## config.mk

```make
export PLATFORM = sky130hd
export DESIGN_NAME = conditional_alert_blinker_flat
export DESIGN_NICKNAME = d
export VERILOG_FILES = /design/src/design/cab_pkg.sv /design/src/design/cab_req_if.sv /design/src/design/cab_rsp_if.sv /design/src/design/conditional_alert_blinker.sv /design/src/design/cab_csr.sv /design/src/design/cab_divider.sv /design/src/flat_wrapper.sv
export SDC_FILE = /design/constraint.sdc
export NUM_CORES = 1
export LEC_CHECK = 0
export ABC_CLOCK_PERIOD_IN_PS = 5000
export BUFFER_PORTS_ARGS = -buffer_cell sky130_fd_sc_hd__buf_2
export CAP_MARGIN = 15
export CORE_MARGIN = 5
export CORE_UTILIZATION = 45
export DETAILED_ROUTE_END_ITERATION = 16
export SYNTH_ARGS = -nofsm -noshare
export SYNTH_HDL_FRONTEND = slang
export SYNTH_SLANG_ARGS = --single-unit
```

## constraint.sdc

```tcl
create_clock -name clock -period 5 [get_ports clock]
set_input_delay 1 -clock clock [delete_from_list [all_inputs] [get_ports clock]]
set_output_delay 1 -clock clock [all_outputs]
set_load 0.02 [all_outputs]
```

## src/design/cab_pkg.sv

```systemverilog
// Shared types and constants for the conditional alert blinker.
// No dependencies; every other file imports this package.
package cab_pkg;

   // Field widths.
   localparam int TIME_W  = 32;
   localparam int COLOR_W = 24;
   localparam int COUNT_W = 4;
   localparam int COND_W  = 8;

   // Number of condition sources that can take part in arming.
   localparam int MAX_CONDITIONS = 8;

   // Configuration port geometry.
   localparam int CSR_DATA_W = 32;
   localparam int CSR_ADDR_W = 4;
   localparam int REG_IDX_W  = 2;

   // Register indexes (byte address is four times the index).
   localparam logic [REG_IDX_W-1:0] REG_BLINK_INTERVAL  = 2'd0;
   localparam logic [REG_IDX_W-1:0] REG_ALERT_COLOR     = 2'd1;
   localparam logic [REG_IDX_W-1:0] REG_CONDITION_COUNT = 2'd2;
   localparam logic [REG_IDX_W-1:0] REG_INVERT_MASK     = 2'd3;

   // Register reset values.
   localparam logic [TIME_W-1:0]  BLINK_INTERVAL_RST  = 32'd500;
   localparam logic [COLOR_W-1:0] ALERT_COLOR_RST     = 24'hFF0000;
   localparam logic [COUNT_W-1:0] CONDITION_COUNT_RST = 4'd0;
   localparam logic [COND_W-1:0]  INVERT_MASK_RST     = 8'd0;

   // Serial divider step counter width.
   localparam int DIV_CNT_W = $clog2(TIME_W);

   // Configuration seen by the blink controller.
   typedef struct packed {
      logic [TIME_W-1:0]  blink_interval;
      logic [COLOR_W-1:0] alert_color;
      logic [COUNT_W-1:0] condition_count;
      logic [COND_W-1:0]  invert_mask;
   } cfg_type;

endpackage

```

## src/design/cab_req_if.sv

```systemverilog
// Tick channel: valid/ready handshake with timestamp and condition bits.
// Depends on cab_pkg for the field widths.
interface cab_req_if import cab_pkg::*; ();
   logic              valid;
   logic              ready;
   logic [TIME_W-1:0] tick_time;
   logic [COND_W-1:0] condition_bits;

   modport source (output valid, tick_time, condition_bits, input ready);
   modport sink (input valid, tick_time, condition_bits, output ready);
endinterface

```

## src/design/cab_rsp_if.sv

```systemverilog
// Paint channel: valid/ready handshake with fill color and show timestamp.
// Depends on cab_pkg for the field widths.
interface cab_rsp_if import cab_pkg::*; ();
   logic               valid;
   logic               ready;
   logic [COLOR_W-1:0] paint_color;
   logic [TIME_W-1:0]  show_time;

   modport source (output valid, paint_color, show_time, input ready);
   modport sink (input valid, paint_color, show_time, output ready);
endinterface

```

## src/design/conditional_alert_blinker.sv

```systemverilog
// Conditional alert blinker. Each accepted tick is checked against the configured
// conditions; the block paints black once when disarmed, paints the alert color
// at once on arming, and while armed toggles the color each odd number of whole
// blink intervals elapsed. While the alert stays armed with a nonzero interval, the
// elapsed time is split by the 32-step bit-serial divider, and the controller waits
// in its divide state until the divider is done. A result sits in an output register,
// so the next tick is taken while it waits; a further result is held until that
// register frees.
module conditional_alert_blinker import cab_pkg::*; (
   input  logic                  clock,
   input  logic                  reset,
   cab_req_if.sink               req_chan,
   cab_rsp_if.source             rsp_chan,
   input  logic                  psel,
   input  logic                  penable,
   input  logic                  pwrite,
   input  logic [CSR_ADDR_W-1:0] paddr,
   input  logic [CSR_DATA_W-1:0] pwdata,
   output logic [CSR_DATA_W-1:0] prdata,
   output logic                  pready
);

   localparam logic [1:0] S_IDLE = 2'd0;
   localparam logic [1:0] S_EVAL = 2'd1;
   localparam logic [1:0] S_DIV  = 2'd2;
   localparam logic [1:0] S_EMIT = 2'd3;

   cfg_type                   cfg;
   logic [1:0]                state_ff, state_in;
   logic [TIME_W-1:0]         now_ff, now_in;
   logic [COND_W-1:0]         bits_ff, bits_in;
   logic                      has_painted_ff, has_painted_in;
   logic                      was_armed_ff, was_armed_in;
   logic                      lit_phase_ff, lit_phase_in;
   logic [TIME_W-1:0]         last_toggle_ff, last_toggle_in;
   logic [COLOR_W-1:0]        pend_color_ff, pend_color_in;
   logic                      rsp_valid_ff, rsp_valid_in;
   logic [COLOR_W-1:0]        rsp_color_ff, rsp_color_in;
   logic [TIME_W-1:0]         rsp_time_ff, rsp_time_in;
   logic                      in_xfer;
   logic                      out_load;
   logic                      armed;
   logic [COUNT_W-1:0]        cond_used;
   logic [MAX_CONDITIONS-1:0] cond_met;
   logic                      div_start;
   logic                      div_done;
   logic                      div_odd;
   logic [TIME_W-1:0]         div_rem;
   logic [TIME_W-1:0]         elapsed;

   cab_csr u_csr (
      .clock   (clock),
      .reset   (reset),
      .psel    (psel),
      .penable (penable),
      .pwrite  (pwrite),
      .paddr   (paddr),
      .pwdata  (pwdata),
      .prdata  (prdata),
      .pready  (pready),
      .cfg     (cfg)
   );

   assign elapsed = now_ff - last_toggle_ff;

   cab_divider u_divider (
      .clock        (clock),
      .reset        (reset),
      .start        (div_start),
      .dividend     (elapsed),
      .divisor      (cfg.blink_interval),
      .done         (div_done),
      .quotient_odd (div_odd),
      .remainder    (div_rem)
   );

   // Arming check: every condition in use must differ from its invert bit.
   // A condition without an input bit reads as inactive and not inverted, so it is unmet.
   always_comb begin
      cond_met  = MAX_CONDITIONS'(bits_ff ^ cfg.invert_mask);
      cond_used = (int'(cfg.condition_count) > MAX_CONDITIONS) ?
                  COUNT_W'(MAX_CONDITIONS) : cfg.condition_count;
      armed = (cond_used != '0);
      for (int i = 0; i < MAX_CONDITIONS; i++) begin
         if ((i < int'(cond_used)) && !cond_met[i]) begin
            armed = 1'b0;
         end
      end
   end

   assign req_chan.ready = (state_ff == S_IDLE);
   assign in_xfer        = req_chan.valid & req_chan.ready;
   assign out_load       = (state_ff == S_EMIT) & (~rsp_valid_ff | rsp_chan.ready);

   // Blink controller.
   always_comb begin
      state_in       = state_ff;
      now_in         = now_ff;
      bits_in        = bits_ff;
      has_painted_in = has_painted_ff;
      was_armed_in   = was_armed_ff;
      lit_phase_in   = lit_phase_ff;
      last_toggle_in = last_toggle_ff;
      pend_color_in  = pend_color_ff;
      div_start      = 1'b0;
      unique case (state_ff)
         S_IDLE: begin
            if (in_xfer) begin
               now_in   = req_chan.tick_time;
               bits_in  = req_chan.condition_bits;
               state_in = S_EVAL;
            end
         end
         S_EVAL: begin
            if (!armed) begin
               was_armed_in = 1'b0;
               if (!has_painted_ff || was_armed_ff || lit_phase_ff) begin
                  lit_phase_in   = 1'b0;
                  has_painted_in = 1'b1;
                  last_toggle_in = now_ff;
                  pend_color_in  = '0;
                  state_in       = S_EMIT;
               end else begin
                  state_in = S_IDLE;
               end
            end else if (!has_painted_ff || !was_armed_ff) begin
               lit_phase_in   = 1'b1;
               has_painted_in = 1'b1;
               was_armed_in   = 1'b1;
               last_toggle_in = now_ff;
               pend_color_in  = cfg.alert_color;
               state_in       = S_EMIT;
            end else if (cfg.blink_interval == '0) begin
               state_in = S_IDLE;
            end else begin
               div_start = 1'b1;
               state_in  = S_DIV;
            end
         end
         S_DIV: begin
            if (div_done) begin
               // Advancing by whole intervals leaves the clock at now minus the remainder.
               last_toggle_in = now_ff - div_rem;
               if (div_odd) begin
                  lit_phase_in  = ~lit_phase_ff;
                  pend_color_in = lit_phase_ff ? '0 : cfg.alert_color;
                  state_in      = S_EMIT;
               end else begin
                  state_in = S_IDLE;
               end
            end
         end
         S_EMIT: begin
            if (out_load) begin
               state_in = S_IDLE;
            end
         end
         default: state_in = S_IDLE;
      endcase
   end

   // Output register: holds a result until its transfer completes.
   always_comb begin
      rsp_valid_in = rsp_valid_ff;
      rsp_color_in = rsp_color_ff;
      rsp_time_in  = rsp_time_ff;
      if (out_load) begin
         rsp_valid_in = 1'b1;
         rsp_color_in = pend_color_ff;
         rsp_time_in  = now_ff;
      end else if (rsp_chan.ready) begin
         rsp_valid_in = 1'b0;
      end
   end

   always_ff @(posedge clock) begin
      if (reset) begin
         state_ff       <= S_IDLE;
         has_painted_ff <= 1'b0;
         was_armed_ff   <= 1'b0;
         lit_phase_ff   <= 1'b0;
         last_toggle_ff <= '0;
         rsp_valid_ff   <= 1'b0;
      end else begin
         state_ff       <= state_in;
         has_painted_ff <= has_painted_in;
         was_armed_ff   <= was_armed_in;
         lit_phase_ff   <= lit_phase_in;
         last_toggle_ff <= last_toggle_in;
         rsp_valid_ff   <= rsp_valid_in;
      end
   end

   always_ff @(posedge clock) begin
      now_ff        <= now_in;
      bits_ff       <= bits_in;
      pend_color_ff <= pend_color_in;
      rsp_color_ff  <= rsp_color_in;
      rsp_time_ff   <= rsp_time_in;
   end

   assign rsp_chan.valid       = rsp_valid_ff;
   assign rsp_chan.paint_color = rsp_color_ff;
   assign rsp_chan.show_time   = rsp_time_ff;

endmodule

```

## src/design/cab_csr.sv

```systemverilog
// APB-style register file holding the blinker configuration.
// Depends on cab_pkg for widths, register indexes and reset values.
module cab_csr import cab_pkg::*; (
   input  logic                  clock,
   input  logic                  reset,
   input  logic                  psel,
   input  logic                  penable,
   input  logic                  pwrite,
   input  logic [CSR_ADDR_W-1:0] paddr,
   input  logic [CSR_DATA_W-1:0] pwdata,
   output logic [CSR_DATA_W-1:0] prdata,
   output logic                  pready,
   output cfg_type               cfg
);

   cfg_type                cfg_ff, cfg_in;
   logic                   wr_en;
   logic [REG_IDX_W-1:0]   reg_idx;

   assign pready  = 1'b1;
   assign wr_en   = psel & penable & pwrite;
   assign reg_idx = paddr[CSR_ADDR_W-1:CSR_ADDR_W-REG_IDX_W];
   assign cfg     = cfg_ff;

   // Register write decode; each register takes its low bits of the data.
   always_comb begin
      cfg_in = cfg_ff;
      if (wr_en) begin
         unique case (reg_idx)
            REG_BLINK_INTERVAL:  cfg_in.blink_interval  = pwdata[TIME_W-1:0];
            REG_ALERT_COLOR:     cfg_in.alert_color     = pwdata[COLOR_W-1:0];
            REG_CONDITION_COUNT: cfg_in.condition_count = pwdata[COUNT_W-1:0];
            REG_INVERT_MASK:     cfg_in.invert_mask     = pwdata[COND_W-1:0];
            default:             cfg_in = cfg_ff;
         endcase
      end
   end

   always_ff @(posedge clock) begin
      if (reset) begin
         cfg_ff.blink_interval  <= BLINK_INTERVAL_RST;
         cfg_ff.alert_color     <= ALERT_COLOR_RST;
         cfg_ff.condition_count <= CONDITION_COUNT_RST;
         cfg_ff.invert_mask     <= INVERT_MASK_RST;
      end else begin
         cfg_ff <= cfg_in;
      end
   end

   // Read-back mux, zero-extended to the bus width.
   always_comb begin
      unique case (reg_idx)
         REG_BLINK_INTERVAL:  prdata = CSR_DATA_W'(cfg_ff.blink_interval);
         REG_ALERT_COLOR:     prdata = CSR_DATA_W'(cfg_ff.alert_color);
         REG_CONDITION_COUNT: prdata = CSR_DATA_W'(cfg_ff.condition_count);
         REG_INVERT_MASK:     prdata = CSR_DATA_W'(cfg_ff.invert_mask);
         default:             prdata = '0;
      endcase
   end

endmodule

```

## src/design/cab_divider.sv

```systemverilog
// Bit-serial restoring divider: one quotient bit per cycle, MSB first.
// Depends on cab_pkg for the operand width and step counter width.
module cab_divider import cab_pkg::*; (
   input  logic              clock,
   input  logic              reset,
   input  logic              start,
   input  logic [TIME_W-1:0] dividend,
   input  logic [TIME_W-1:0] divisor,
   output logic              done,
   output logic              quotient_odd,
   output logic [TIME_W-1:0] remainder
);

   logic                 busy_ff, busy_in;
   logic                 done_ff, done_in;
   logic [DIV_CNT_W-1:0] count_ff, count_in;
   logic [TIME_W-1:0]    dvd_ff, dvd_in;
   logic [TIME_W-1:0]    dsr_ff, dsr_in;
   logic [TIME_W-1:0]    rem_ff, rem_in;
   logic [TIME_W:0]      trial;
   logic [TIME_W:0]      diff;
   logic                 qbit;

   // One restoring step: bring in the next dividend bit and try a subtract.
   always_comb begin
      trial = {rem_ff, dvd_ff[TIME_W-1]};
      diff  = trial - {1'b0, dsr_ff};
      qbit  = ~diff[TIME_W];
   end

   // The dividend register shifts left; quotient bits fill in from the bottom.
   always_comb begin
      busy_in  = busy_ff;
      done_in  = 1'b0;
      count_in = count_ff;
      dvd_in   = dvd_ff;
      dsr_in   = dsr_ff;
      rem_in   = rem_ff;
      if (start) begin
         busy_in  = 1'b1;
         count_in = '0;
         dvd_in   = dividend;
         dsr_in   = divisor;
         rem_in   = '0;
      end else if (busy_ff) begin
         dvd_in   = {dvd_ff[TIME_W-2:0], qbit};
         rem_in   = qbit ? diff[TIME_W-1:0] : trial[TIME_W-1:0];
         count_in = count_ff + 1'b1;
         if (count_ff == DIV_CNT_W'(TIME_W - 1)) begin
            busy_in = 1'b0;
            done_in = 1'b1;
         end
      end
   end

   always_ff @(posedge clock) begin
      if (reset) begin
         busy_ff  <= 1'b0;
         done_ff  <= 1'b0;
         count_ff <= '0;
      end else begin
         busy_ff  <= busy_in;
         done_ff  <= done_in;
         count_ff <= count_in;
      end
   end

   always_ff @(posedge clock) begin
      dvd_ff <= dvd_in;
      dsr_ff <= dsr_in;
      rem_ff <= rem_in;
   end

   assign done         = done_ff;
   assign quotient_odd = dvd_ff[0];
   assign remainder    = rem_ff;

endmodule

```

## src/flat_wrapper.sv

```systemverilog
// flat-port wrapper written by rule: the top's interface ports become plain ports
module conditional_alert_blinker_flat import cab_pkg::*;
  (clock, reset, psel, penable, pwrite, paddr, pwdata, prdata, pready, req_chan_valid, req_chan_tick_time, req_chan_condition_bits, req_chan_ready, rsp_chan_valid, rsp_chan_paint_color, rsp_chan_show_time, rsp_chan_ready);
  cab_req_if req_chan_i ();
  cab_rsp_if rsp_chan_i ();
  input  logic clock;
  input  logic reset;
  input  logic psel;
  input  logic penable;
  input  logic pwrite;
  input  logic [CSR_ADDR_W-1:0] paddr;
  input  logic [CSR_DATA_W-1:0] pwdata;
  output logic [CSR_DATA_W-1:0] prdata;
  output logic pready;
  input wire logic [$bits(req_chan_i.valid)-1:0] req_chan_valid;
  input wire logic [$bits(req_chan_i.tick_time)-1:0] req_chan_tick_time;
  input wire logic [$bits(req_chan_i.condition_bits)-1:0] req_chan_condition_bits;
  output wire logic [$bits(req_chan_i.ready)-1:0] req_chan_ready;
  output wire logic [$bits(rsp_chan_i.valid)-1:0] rsp_chan_valid;
  output wire logic [$bits(rsp_chan_i.paint_color)-1:0] rsp_chan_paint_color;
  output wire logic [$bits(rsp_chan_i.show_time)-1:0] rsp_chan_show_time;
  input wire logic [$bits(rsp_chan_i.ready)-1:0] rsp_chan_ready;
  assign req_chan_i.valid = req_chan_valid;
  assign req_chan_i.tick_time = req_chan_tick_time;
  assign req_chan_i.condition_bits = req_chan_condition_bits;
  assign req_chan_ready = req_chan_i.ready;
  assign rsp_chan_valid = rsp_chan_i.valid;
  assign rsp_chan_paint_color = rsp_chan_i.paint_color;
  assign rsp_chan_show_time = rsp_chan_i.show_time;
  assign rsp_chan_i.ready = rsp_chan_ready;
  conditional_alert_blinker u_core (.clock(clock), .reset(reset), .req_chan(req_chan_i), .rsp_chan(rsp_chan_i), .psel(psel), .penable(penable), .pwrite(pwrite), .paddr(paddr), .pwdata(pwdata), .prdata(prdata), .pready(pready));
endmodule
```

## Word-level counts from Yosys, hierarchy flattened

Cells that the tools add are included.
W data, S select, Z words.

- Register bits after elaboration: 329
- Output and inout bits: 91
- Logic and storage cells: 152

- Add/subtract/negate cells: 4
- Order comparisons: 9
- Equality and inequality tests: 14
- Mux-type cells: 53
- Bitwise logic cells: 10
- Reduce and logical (&&, ||, !) cells: 41

Operators with widths:

| kind | count |
|---|---|
| $mux W32 | 7 |
| $mux W24 | 6 |
| $pmux W32 S4 | 1 |
| $pmux W32 S2 | 1 |
| $sub A32 B32 Y32 | 2 |
| $pmux W24 S2 | 1 |
| $sub A33 B32 Y33 | 1 |
| $logic_not A32 Y1 | 1 |
| $mux W1 | 26 |
| $lt A3 B4 Y1 const A | 4 |
| $mux W2 | 8 |
| $reduce_and A2 Y1 | 6 |
| $logic_not A1 Y1 | 10 |
| $eq A2 B2 Y1 const B | 4 |
| $logic_and A1 B1 Y1 | 8 |
| $lt A1 B4 Y1 const A | 2 |
| $lt A2 B4 Y1 const A | 2 |
| $ne A2 B2 Y1 const B | 4 |
| $pmux W2 S4 | 1 |
| $reduce_bool A2 Y1 | 4 |
| $xor A8 B8 Y8 | 1 |
| $reduce_and A3 Y1 | 2 |
| $add A5 B1 Y5 const B | 1 |
| $eq A5 B5 Y1 const B | 1 |
| other kinds (17) | 27 |

## Logic depth before layout (Yosys ltp)

Gate-level depths: netlist of run 1.

- Word-level depth: 15
- Mapped depth: 15
- Mapped depth without buffers: 13

## Modules after synthesis

Synthesis of run 1 repeated with hierarchy kept, for this count alone.

- Cells, all modules: 1,808
- Area, all modules: 18,502.7 um2

Modules (own cells, without submodules):

| module | times used | cells each | area each (um2) |
|---|---|---|---|
| conditional_alert_blinker | 1 | 929 | 9,283.9 |
| cab_divider | 1 | 533 | 5,886.9 |
| cab_csr | 1 | 346 | 3,331.9 |

## Worst setup path after synthesis of run 1

No wires, ideal clock.

- Kind: input-to-reg
- Start: input port rsp_chan_ready
- End: register u_core.rsp_color_ff[0], in the netlist u_core.rsp_chan.paint_color[0] (enable)
- Library setup time: 0.470 ns
- Arrival: 3.414 ns
- Required time: 4.530 ns
- Setup slack: 1.116 ns
- Stages on the path: 2
- Buffers on the path: 0
- Cell sequence: nor2b_1 -> nor2_1

- Cells in the longest elaborated chain, start to end: 2

RTL lines:

| element | RTL line | source |
|---|---|---|
| start, declared | flat_wrapper.sv:22 | `input wire logic [$bits(rsp_chan_i.ready)-1:0] rsp_chan_ready;` |
| $or A1 B1 Y1 | conditional_alert_blinker.sv:93 | `assign out_load = (state_ff == S_EMIT) & (~rsp_valid_ff \| rsp_chan.ready);` |
| $and A1 B1 Y1 | conditional_alert_blinker.sv:93 |  |
| named net u_core.out_load | conditional_alert_blinker.sv:41 | `logic out_load;` |
| end signal, assigned | conditional_alert_blinker.sv:198 | `rsp_color_ff <= rsp_color_in;` |
| end, declared | conditional_alert_blinker.sv:38 | `logic [COLOR_W-1:0] rsp_color_ff, rsp_color_in;` |

The timed path passes the listed nets, and every way through them passes these cells.
A chain may end at the register's enable or synchronous reset.

## Final worst setup path of run 1

- Start: register u_core.u_divider.dvd_ff[31]
- End: register u_core.u_divider.rem_ff[23], in the netlist u_core.u_divider.remainder[23]

- Cells in the longest elaborated chain, start to end: 2

RTL lines:

| element | RTL line | source |
|---|---|---|
| start, declared | cab_divider.sv:17 | `logic [TIME_W-1:0] dvd_ff, dvd_in;` |
| start signal, assigned | cab_divider.sv:69 | `dvd_ff <= dvd_in;` |
| $sub A33 B32 Y33 | cab_divider.sv:27 | `diff = trial - {1'b0, dsr_ff};` |
| $mux W32 | cab_divider.sv:47 | `rem_in = qbit ? diff[TIME_W-1:0] : trial[TIME_W-1:0];` |
| end signal, assigned | cab_divider.sv:71 | `rem_ff <= rem_in;` |
| end, declared | cab_divider.sv:19 | `logic [TIME_W-1:0] rem_ff, rem_in;` |

No other way between the ends.

==> results.toml, run 1 <==
[cts]
clk_latency_ns = 0.57
cts_repair_resize_count = 0
ctsHtreeMaxLevel = 2
numCtsBuffers = 38
tritoncts = "yes"
cts_num_sinks = 329
clk_pin_slew_worst_paths_ns = 0.06
root_buffer = "sky130_fd_sc_hd__clkbuf_16"
cts.hold.buffers_added = 0
cts_setup_buffers = 0
cts_buffer_depth = 3

[critical_path]
worst_path_dominant_cell_family = "compound AO/OA/AOI/OAI gates"
timing.critical_path.fanout_max = 18
critical-path-max-stage-delay_ns = 0.39
worstPathRequired_ns = 5.47
critPathBufInv = 3
timing.critical_path.cells = "inv_1, ha_1, fa_1, nand2b_1, a211o_1, and3_1, o21ai_1, a21oi_1, a31oi_1, a21oi_1, xor2_2, buf_4, buf_4, nand2_1, a311oi_1"
critical_path.endpoint_type = "flop"
cp_data_arrival_time_ns = 4.42
slowest_stage = "sky130_fd_sc_hd__xor2_2"
worst-setup-path-type = "reg -> reg"
startpoint_type = "flop"

[logic_synthesis]
synth_area_leaders = "sky130_fd_sc_hd__edfxtp_1 31%, sky130_fd_sc_hd__dfxtp_1 16%, sky130_fd_sc_hd__ha_1 6.8%"
synth_edf_count = 184
yosysWarningCount = 0
synth.ff_latch_count = 329
mappedNetlistNets = 2029
synth_seq_area_share = 0.478
netlist-cell-type-count = 80
post-synth-top-area-cell = "sky130_fd_sc_hd__edfxtp_1"
post_synth_most_frequent_cells = "254 x sky130_fd_sc_hd__nand2_1, 184 x sky130_fd_sc_hd__edfxtp_1, 145 x sky130_fd_sc_hd__dfxtp_1"
synthesis.area_per_instance_um2 = 9.54
yosys.cell_count.top_type = "sky130_fd_sc_hd__nand2_1"
synthFlopType = "sky130_fd_sc_hd__edfxtp_1"
netlist_instances = 1847
mappedNetlistArea_um2 = 17600
asyncSetResetFlopFracSynth = 0
synthDominantCellAreaShare = 0.314

[worst_hold_path]
worstHoldPathType = "reg -> reg"

[die]
core.rowCount = 72
die_span_in_y_um = 208
design.portCount = 174
placeable_area_um2 = 38700
fp.dieArea_um2 = 43200
fp.dieW_um = 208
initial_core_util = 0.455

[global_route]
grt.busiest_layer = "met2"
grt_util_met3 = 0.0328
groute.usage.overall = 0.201
grt_first_pass_wirelength_um = 72100
globalRoute.totalOverflow = 0
use_met1 = 0.283
globalRouteMet2Util = 0.330
first_global_vias = 13400
grt_antenna_before_repair = 1
largest_net_degree_at_the_start_of_global_routing = 96

[sta]
worst_slew_pin_slew_ns = 1.13
skew_ns = 0.0266
totalNegativeSetupSlack_ns = 0
grt_setup_unrepaired = "no"
post-route-min-period_ns = 3.95
clock.fmax_ghz = 0.253
number_of_hold_slack_violations_in_the_final_timing_report = 0
post-route-period-util = 0.790
slew-limit-headroom = 0.250
finalSetupViolCount = 0
timing_max_transition_violations_final = 0

[outcome]
status = "complete, no violations"

[finish]
syn_to_final_growth_pct = 14.7
antenna_cells = 0
finalNetCount = 2173
post_route_cells_drive_above_1_share = 0.139

[route]
drt_wl_total_um = 44400
wl_per_cell_um = 17.5
antenna_left = 0
drt-initial-drc-count = 902
drc = 0
routed_vias = 13600
viasPerCell = 5.37
firstDrtPassIters = 4

[job]
cap_violations = 0

[placed_design]
finalWeightedCongestion = 0.888
numPortBuffers = 170
detailed_place_hpwl_um = 31900

[power_and_ir_drop]
power_per_cell_area_nw_per_um2 = 398
max-vdd-ir-drop_uv = 221
p_leak_nw = 8.09
totalPowerFinal_mw = 8.05
[cell type report]
cell class	count	area, um^2
clock inverters	12	131
clock buffers	58	1110
repair buffers	190	1040
flip-flops and latches	329	8430
well taps	518	648
multi-input cells	1315	8420
fillers	3645	18500
inverters	117	439
[worst reg2reg max path, stage by stage (launching register included)]
cell                       delay (ns)
sky130_fd_sc_hd__edfxtp_1        0.38
sky130_fd_sc_hd__inv_1           0.06
sky130_fd_sc_hd__ha_1            0.21
sky130_fd_sc_hd__fa_1            0.37
sky130_fd_sc_hd__nand2b_1        0.20
sky130_fd_sc_hd__a211o_1         0.30
sky130_fd_sc_hd__and3_1          0.17
sky130_fd_sc_hd__o21ai_1         0.25
sky130_fd_sc_hd__a21oi_1         0.12
sky130_fd_sc_hd__a31oi_1         0.32
sky130_fd_sc_hd__a21oi_1         0.29
sky130_fd_sc_hd__xor2_2          0.39
sky130_fd_sc_hd__buf_4           0.31
sky130_fd_sc_hd__buf_4           0.19
sky130_fd_sc_hd__nand2_1         0.06
sky130_fd_sc_hd__a311oi_1        0.23
[sequential cells by signal (all words and copies together) (netlist names)]
register / flops
u_core.has_painted_ff: 1
u_core.last_toggle_ff: 32
u_core.rsp_chan.show_time: 32
u_core.bits_ff: 8
u_core.rsp_chan.valid: 1
u_core.u_divider.done: 1
u_core.lit_phase_ff: 1
u_core.u_csr.cfg: 68
u_core.u_divider.busy_ff: 1
u_core.u_divider.dsr_ff: 32
u_core.u_divider.remainder: 32
u_core.u_divider.count_ff: 5
u_core.was_armed_ff: 1
u_core.u_divider.dvd_ff: 32
u_core.pend_color_ff: 24
u_core.now_ff: 32
u_core.state_ff: 2
u_core.rsp_chan.paint_color: 24
[kinds of logic (layout without fill, tap and decap cells)]
group,after synthesis,count (layout),synth area share
muxes,46,46,0.0292
adders and majority gates,99,99,0.0716
buffers and inverters,203,377,0.0463
and+or+nand+nor,607,607,0.161
AOI/OAI and AO/OA,482,482,0.173
DFF,329,329,0.478
xor gates and xnor gates,80,80,0.0398
other,1,1,0.000213
[metal layers]
layer  vias up  wire length [um]
met1      6430             21600
met5         -                13
li1       6912                 -
met2       254             20300
met4         2               653
met3        46              1810
[power breakdown]
group / switching, mW / internal [mW]
Combinational: 1.23 / 0.830
Sequential: 0.155 / 3.08
Clock: 1.12 / 1.64
Total: 2.50 / 5.55
[per-stage QoR]
stage	cells	area (um^2)	hold slack, ns	worst slack, ns	util
finish	2539	20200	0.418	1.05	0.522
global route	2539	20200	0.421	0.740	0.522
CTS	2538	20200	0.418	1.05	0.521
detailed placement	2468	18900	0.406	1.11	0.489
global placement	2468	18900	0.403	1.15	0.489
floorplan	1847	17600	0.400	1.12	-
[cells in the final DEF (no fill, tap or decap), types with 39 or more instances in the layout]
cell                        instances
sky130_fd_sc_hd__nand2_1          253
sky130_fd_sc_hd__nor2_1           127
sky130_fd_sc_hd__o21ai_0          113
sky130_fd_sc_hd__mux2i_1           39
sky130_fd_sc_hd__inv_1            117
sky130_fd_sc_hd__xnor2_1           45
sky130_fd_sc_hd__buf_2            169
sky130_fd_sc_hd__ha_1              96
sky130_fd_sc_hd__a21oi_1          143
sky130_fd_sc_hd__clkbuf_16         39
sky130_fd_sc_hd__edfxtp_1         184
sky130_fd_sc_hd__dfxtp_1          144
sky130_fd_sc_hd__nor2b_1           47
[path summary, 6_finish.rpt]
path                               start                               to  slack, ns  cells after the start
max reg2reg  u_core.u_divider.dvd_ff[31]   u_core.u_divider.remainder[23]       1.05                     15
min             u_core.pend_color_ff[22]  u_core.rsp_chan.paint_color[22]       0.42                      0
max          u_core.u_divider.dvd_ff[31]   u_core.u_divider.remainder[23]       1.05                     15
min reg2reg     u_core.pend_color_ff[22]  u_core.rsp_chan.paint_color[22]       0.42                      0
(Power assumes the default switching activity.)
==> run 2: changes to the inputs <==
Settings changed: ABC_CLOCK_PERIOD_IN_PS 5000 to 4000.
Clock period 5 ns to 4 ns, I/O delays scaled along.
==> run 2 against run 1 <==
Compared with the run above: worst setup slack worse by 0.78 ns; first-iteration DRC count is 14% lower; maximum frequency is 5.8% higher; global-route usage is 0.052 points lower; critical path depth is 1 lower; register-to-register slack worse by 0.78 ns; sequential cell count stayed put; via count is 0.65% lower; clock skew is 0.0035 ns lower; clock power is 27% higher.
==> results.toml, run 2 (synthesis gave the netlist of run 1 again) <==
[finish]
finalNetCount = 2183
commonest_cells_after_routing_fill_and_taps_aside = "253 x sky130_fd_sc_hd__nand2_1, 184 x sky130_fd_sc_hd__edfxtp_1, 169 x sky130_fd_sc_hd__buf_2, 144 x sky130_fd_sc_hd__dfxtp_1, 143 x sky130_fd_sc_hd__a21oi_1"
antenna_cells = 0
largest_register_ff_count = 68
mostFrequentLayoutCell = "sky130_fd_sc_hd__nand2_1"
fin_util = 0.524
num-fill-cells = 3637
post_route_cells_drive_above_1_share = 0.144
syn_to_final_growth_pct = 15.3

[critical_path]
worstPathRequired_ns = 4.47
ff2ff_setup_slack_ns = 0.27
worst-setup-path-type = "reg -> reg"
startpoint_type = "flop"
ff2ff_path_depth = 14
slowest_stage = "sky130_fd_sc_hd__edfxtp_1"
timing.critical_path.fanout_max = 24
critical_path.endpoint_type = "flop"
timing.critical_path.cells = "inv_1, ha_1, fa_1, nand2b_1, a211o_1, and3_1, o21ai_1, a21oi_1, a31oi_1, a21oi_1, xor2_2, buf_12, or3_1, a31oi_1"
r2r_start = "u_core.u_divider.dvd_ff[31]"
critical-path-max-stage-delay_ns = 0.38
cp_data_arrival_time_ns = 4.20
worst_r2r_endpoint = "u_core.u_divider.remainder[3]"

[sta]
clock.fmax_ghz = 0.268
post-route-period-util = 0.933
slew-limit-headroom = 0.268
number_of_hold_slack_violations_in_the_final_timing_report = 0
grt_setup_unrepaired = "no"
worst_slew_pin_slew_ns = 1.10
setup_ws_ns = 0.270
post-route-min-period_ns = 3.73
finalSetupViolCount = 0
totalNegativeSetupSlack_ns = 0
timing_max_transition_violations_final = 0
skew_ns = 0.0231
hold_ws_ns = 0.417

[worst_hold_path]
timing.hold.worst.start = "u_core.pend_color_ff[22]"
hold_path_depth = 0
worstHoldPathType = "reg -> reg"
worst_hold_path.endpoint = "u_core.rsp_chan.paint_color[22]"

[global_route]
first_global_vias = 13400
groute.usage.overall = 0.201
grt_antenna_before_repair = 1
grt_first_pass_wirelength_um = 71900
globalRoute.totalOverflow = 0
largest_net_degree_at_the_start_of_global_routing = 57

[cts]
cts_num_sinks = 329
cts_repair_resize_count = 0
root_buffer = "sky130_fd_sc_hd__clkbuf_16"
clk_pin_slew_worst_paths_ns = 0.06
tritoncts = "yes"
cts.hold.buffers_added = 0
cts_buffer_depth = 3
cts_setup_buffers = 0
ctsHtreeMaxLevel = 2
numCtsBuffers = 39
clk_latency_ns = 0.55

[die]
design.portCount = 174
initial_core_util = 0.455
fp.dieW_um = 208
die_span_in_y_um = 208
fp.dieArea_um2 = 43200
placeable_area_um2 = 38700
core.rowCount = 72

[placed_design]
numPortBuffers = 170
pre_cts_ws_ns = 0.321
detailed_place_hpwl_um = 32100
finalWeightedCongestion = 0.892

[power_and_ir_drop]
p_leak_nw = 8.16
power_per_cell_area_nw_per_um2 = 499
max-vdd-ir-drop_uv = 257
totalPowerFinal_mw = 10.1

[route]
drc = 0
firstDrtPassIters = 8
drt-initial-drc-count = 777
routed_vias = 13600
drt_wl_total_um = 44100
viasPerCell = 5.32
antenna_left = 0
wl_per_cell_um = 17.3

[job]
cap_violations = 0

[outcome]
status = "complete, no violations"
==> run 2: through the flow <==
stage / area, um^2 / instances
CTS: 20300 / 2548
detailed placement: 19100 / 2478
global route: 20300 / 2548
global placement: 19100 / 2478
floorplan: 17600 / 1847
finish: 20300 / 2548
==> run 2: worst max path at each step <==
stage | start | end | cells past startpoint
finish | u_core.u_divider.dvd_ff[31] | u_core.u_divider.remainder[3] | 14
global route | u_core.u_divider.dvd_ff[31] | u_core.u_divider.remainder[23] | 14
CTS | u_core.u_divider.dvd_ff[31] | u_core.u_divider.remainder[3] | 14
detailed placement | u_core.u_divider.dvd_ff[31] | u_core.u_divider.remainder[3] | 14
global placement | u_core.u_divider.dvd_ff[31] | u_core.u_divider.remainder[3] | 14
floorplan | rsp_chan_ready | u_core.rsp_chan.paint_color[0] | 2
==> run 2: final cells by class <==
type,instances,area [um^2],area share
timing repair buffer,199,1130,0.0558
clock buffer,50,1040,0.0511
inverter,117,439,0.0216
sequential,329,8430,0.415
multi-input combinational,1315,8420,0.414
clock inverter,20,213,0.0105
tap,518,648,0.0319
==> run 2: power by group <==
part           internal, mW  switching (mW)  leakage [nW]
clock                  2.10            1.40         0.619
combinational          1.06            1.54          4.60
sequential             3.85           0.194          2.93
total                  7.01            3.14          8.16
==> run 2: metal layers <==
metal  track usage  vias to the layer above  wire length (um)
li1              -                     6927                 -
met1         0.280                     6279             21200
met2         0.329                      296             20100
met3        0.0343                       51              2060
met4        0.0482                        2               780
met5             0                        -                13
==> run 2: worst max-delay path: cells and delay by family (launching register included) <==
family	cells	cell delay, ns
AOI/OAI and AO/OA	6	1.39
and+or+nand+nor	3	0.75
adders and majority gates	2	0.60
DFF	1	0.38
buffers and inverters	2	0.28
xor gates and xnor gates	1	0.24
==> run 3: changes to the inputs <==
Settings changed: CORE_UTILIZATION 45 to 52, PLACE_DENSITY from default to 0.72.
==> run 3 against run 2 <==
Compared with the run above: core utilization rose by 8.2 points; first-iteration DRC count grew 24%; sequential power about the same; routed wire length down 4.0%; sequential share of layout area is essentially flat; hold slack got worse by 0.0035 ns; final area about the same; via count grew 2.4%; critical path depth unchanged; final cell count fell by 2.9%.
==> results.toml, run 3 (synthesis gave the netlist of run 1 again) <==
[outcome]
status = "complete, no violations"

[critical_path]
worst_r2r_endpoint = "u_core.u_divider.remainder[3]"
r2r_start = "u_core.u_divider.dvd_ff[31]"
timing.critical_path.cells = "inv_1, ha_1, fa_1, nand2b_1, a211o_1, and3_1, o21ai_1, a21oi_1, a31oi_1, a21oi_1, xor2_2, buf_12, or3_1, a31oi_1"
cp_data_arrival_time_ns = 4.14
ff2ff_path_depth = 14
slowest_stage = "sky130_fd_sc_hd__fa_1"
timing.critical_path.fanout_max = 24
startpoint_type = "flop"
worstPathRequired_ns = 4.44
worst-setup-path-type = "reg -> reg"
critical-path-max-stage-delay_ns = 0.39
ff2ff_setup_slack_ns = 0.30
critical_path.endpoint_type = "flop"

[placed_design]
detailed_place_hpwl_um = 30800
numPortBuffers = 170
finalWeightedCongestion = 0.908

[global_route]
grt_antenna_before_repair = 0
largest_net_degree_at_the_start_of_global_routing = 68
first_global_vias = 13600
grt_first_pass_wirelength_um = 69300
groute.usage.overall = 0.218
globalRoute.totalOverflow = 0

[die]
placeable_area_um2 = 33500
core.rowCount = 67
fp.dieArea_um2 = 37700
fp.dieW_um = 194
design.portCount = 174
initial_core_util = 0.526
die_span_in_y_um = 194

[sta]
post-route-min-period_ns = 3.70
number_of_hold_slack_violations_in_the_final_timing_report = 0
worst_slew_pin_slew_ns = 1.09
timing_max_transition_violations_final = 0
post-route-period-util = 0.924
skew_ns = 0.0242
totalNegativeSetupSlack_ns = 0
hold_ws_ns = 0.414
finalSetupViolCount = 0
slew-limit-headroom = 0.274
grt_setup_unrepaired = "no"
clock.fmax_ghz = 0.270

[route]
drc = 0
drt_wl_total_um = 42400
antenna_left = 0
viasPerCell = 5.61
routed_vias = 13900
firstDrtPassIters = 5
drt-initial-drc-count = 966
wl_per_cell_um = 17.1

[cts]
cts_repair_resize_count = 0
clk_latency_ns = 0.52
cts_num_sinks = 329
cts_setup_buffers = 0
tritoncts = "yes"
ctsHtreeMaxLevel = 2
clk_pin_slew_worst_paths_ns = 0.06
root_buffer = "sky130_fd_sc_hd__clkbuf_16"
cts.hold.buffers_added = 0
numCtsBuffers = 37
cts_buffer_depth = 3

[finish]
mostFrequentLayoutCell = "sky130_fd_sc_hd__nand2_1"
finalNetCount = 2179
fin_util = 0.606
syn_to_final_growth_pct = 15.4
largest_register_ff_count = 68
commonest_cells_after_routing_fill_and_taps_aside = "253 x sky130_fd_sc_hd__nand2_1, 184 x sky130_fd_sc_hd__edfxtp_1, 169 x sky130_fd_sc_hd__buf_2, 144 x sky130_fd_sc_hd__dfxtp_1, 143 x sky130_fd_sc_hd__a21oi_1"
antenna_cells = 0
post_route_cells_drive_above_1_share = 0.145

[worst_hold_path]
worst_hold_path.endpoint = "u_core.rsp_chan.paint_color[22]"
worstHoldPathType = "reg -> reg"
hold_path_depth = 0
timing.hold.worst.start = "u_core.pend_color_ff[22]"

[power_and_ir_drop]
p_leak_nw = 8.19
power_per_cell_area_nw_per_um2 = 510
max-vdd-ir-drop_uv = 275
totalPowerFinal_mw = 10.4

[job]
cap_violations = 0
run 3: cell types whose count changed in the layout (fill, tap and decap cells not counted), moves of 2 or more:
cell	previous run	this run
sky130_fd_sc_hd__clkinv_2	8	5
sky130_fd_sc_hd__clkbuf_1	9	6
sky130_fd_sc_hd__clkbuf_8	2	5
sky130_fd_sc_hd__clkinv_1	3	1
sky130_fd_sc_hd__buf_4	25	23
sky130_fd_sc_hd__bufinv_16	4	8
run 3: per-stage QoR:
stage	area (um^2)	instances	setup WS (ns)
after global routing	20300	2474	0.138
after detailed placement	19000	2406	0.367
after global placement	19000	2406	0.429
final	20300	2474	0.302
after CTS	20300	2474	0.337
after floorplan	17600	1847	0.316
run 3: worst max-delay path, delay by kind of cell, from the launching register on:
kind                     cells  cell delay (ns)
buffers and inverters        2             0.27
flip-flops                   1             0.38
AND/OR/NAND/NOR              3             0.75
AO/OA/AOI/OAI                6             1.37
XOR/XNOR                     1             0.24
adder cells (fa/ha/maj)      2             0.61
run 3: worst max path at each step:
stage,from,endpoint,slack (ns),depth (start not counted)
5_1_grt,u_core.u_divider.dvd_ff[31],u_core.u_divider.remainder[27],0.14,13
3_3_place_gp,u_core.u_divider.dvd_ff[31],u_core.u_divider.remainder[3],0.43,14
6_report,u_core.u_divider.dvd_ff[31],u_core.u_divider.remainder[3],0.30,14
4_1_cts,u_core.u_divider.dvd_ff[31],u_core.u_divider.remainder[3],0.34,14
2_1_floorplan,rsp_chan_ready,u_core.rsp_chan.paint_color[0],0.32,2
3_5_place_dp,u_core.u_divider.dvd_ff[31],u_core.u_divider.remainder[3],0.37,14
run 3: metal layers:
layer | GRT usage | vias to the layer above | share of wire
met5 | 0 | - | 0
met2 | 0.361 | 408 | 0.45
li1 | - | 6915 | -
met1 | 0.297 | 6485 | 0.47
met4 | 0.0646 | 0 | 0.026
met3 | 0.0367 | 66 | 0.053
run 3: area by class of cell:
cell class              count  area [um^2]
clock buffers              50         1070
flip-flops and latches    329         8430
clock inverters            18          303
multi-input cells        1315         8420
inverters                 117          439
fillers                  2822        13200
well taps                 448          561
repair buffers            197         1120
run 3: where the power goes:
part           switching (mW)  internal (mW)
Sequential              0.195           3.85
Clock                    1.36           2.40
Combinational            1.53           1.05
Total                    3.08           7.29
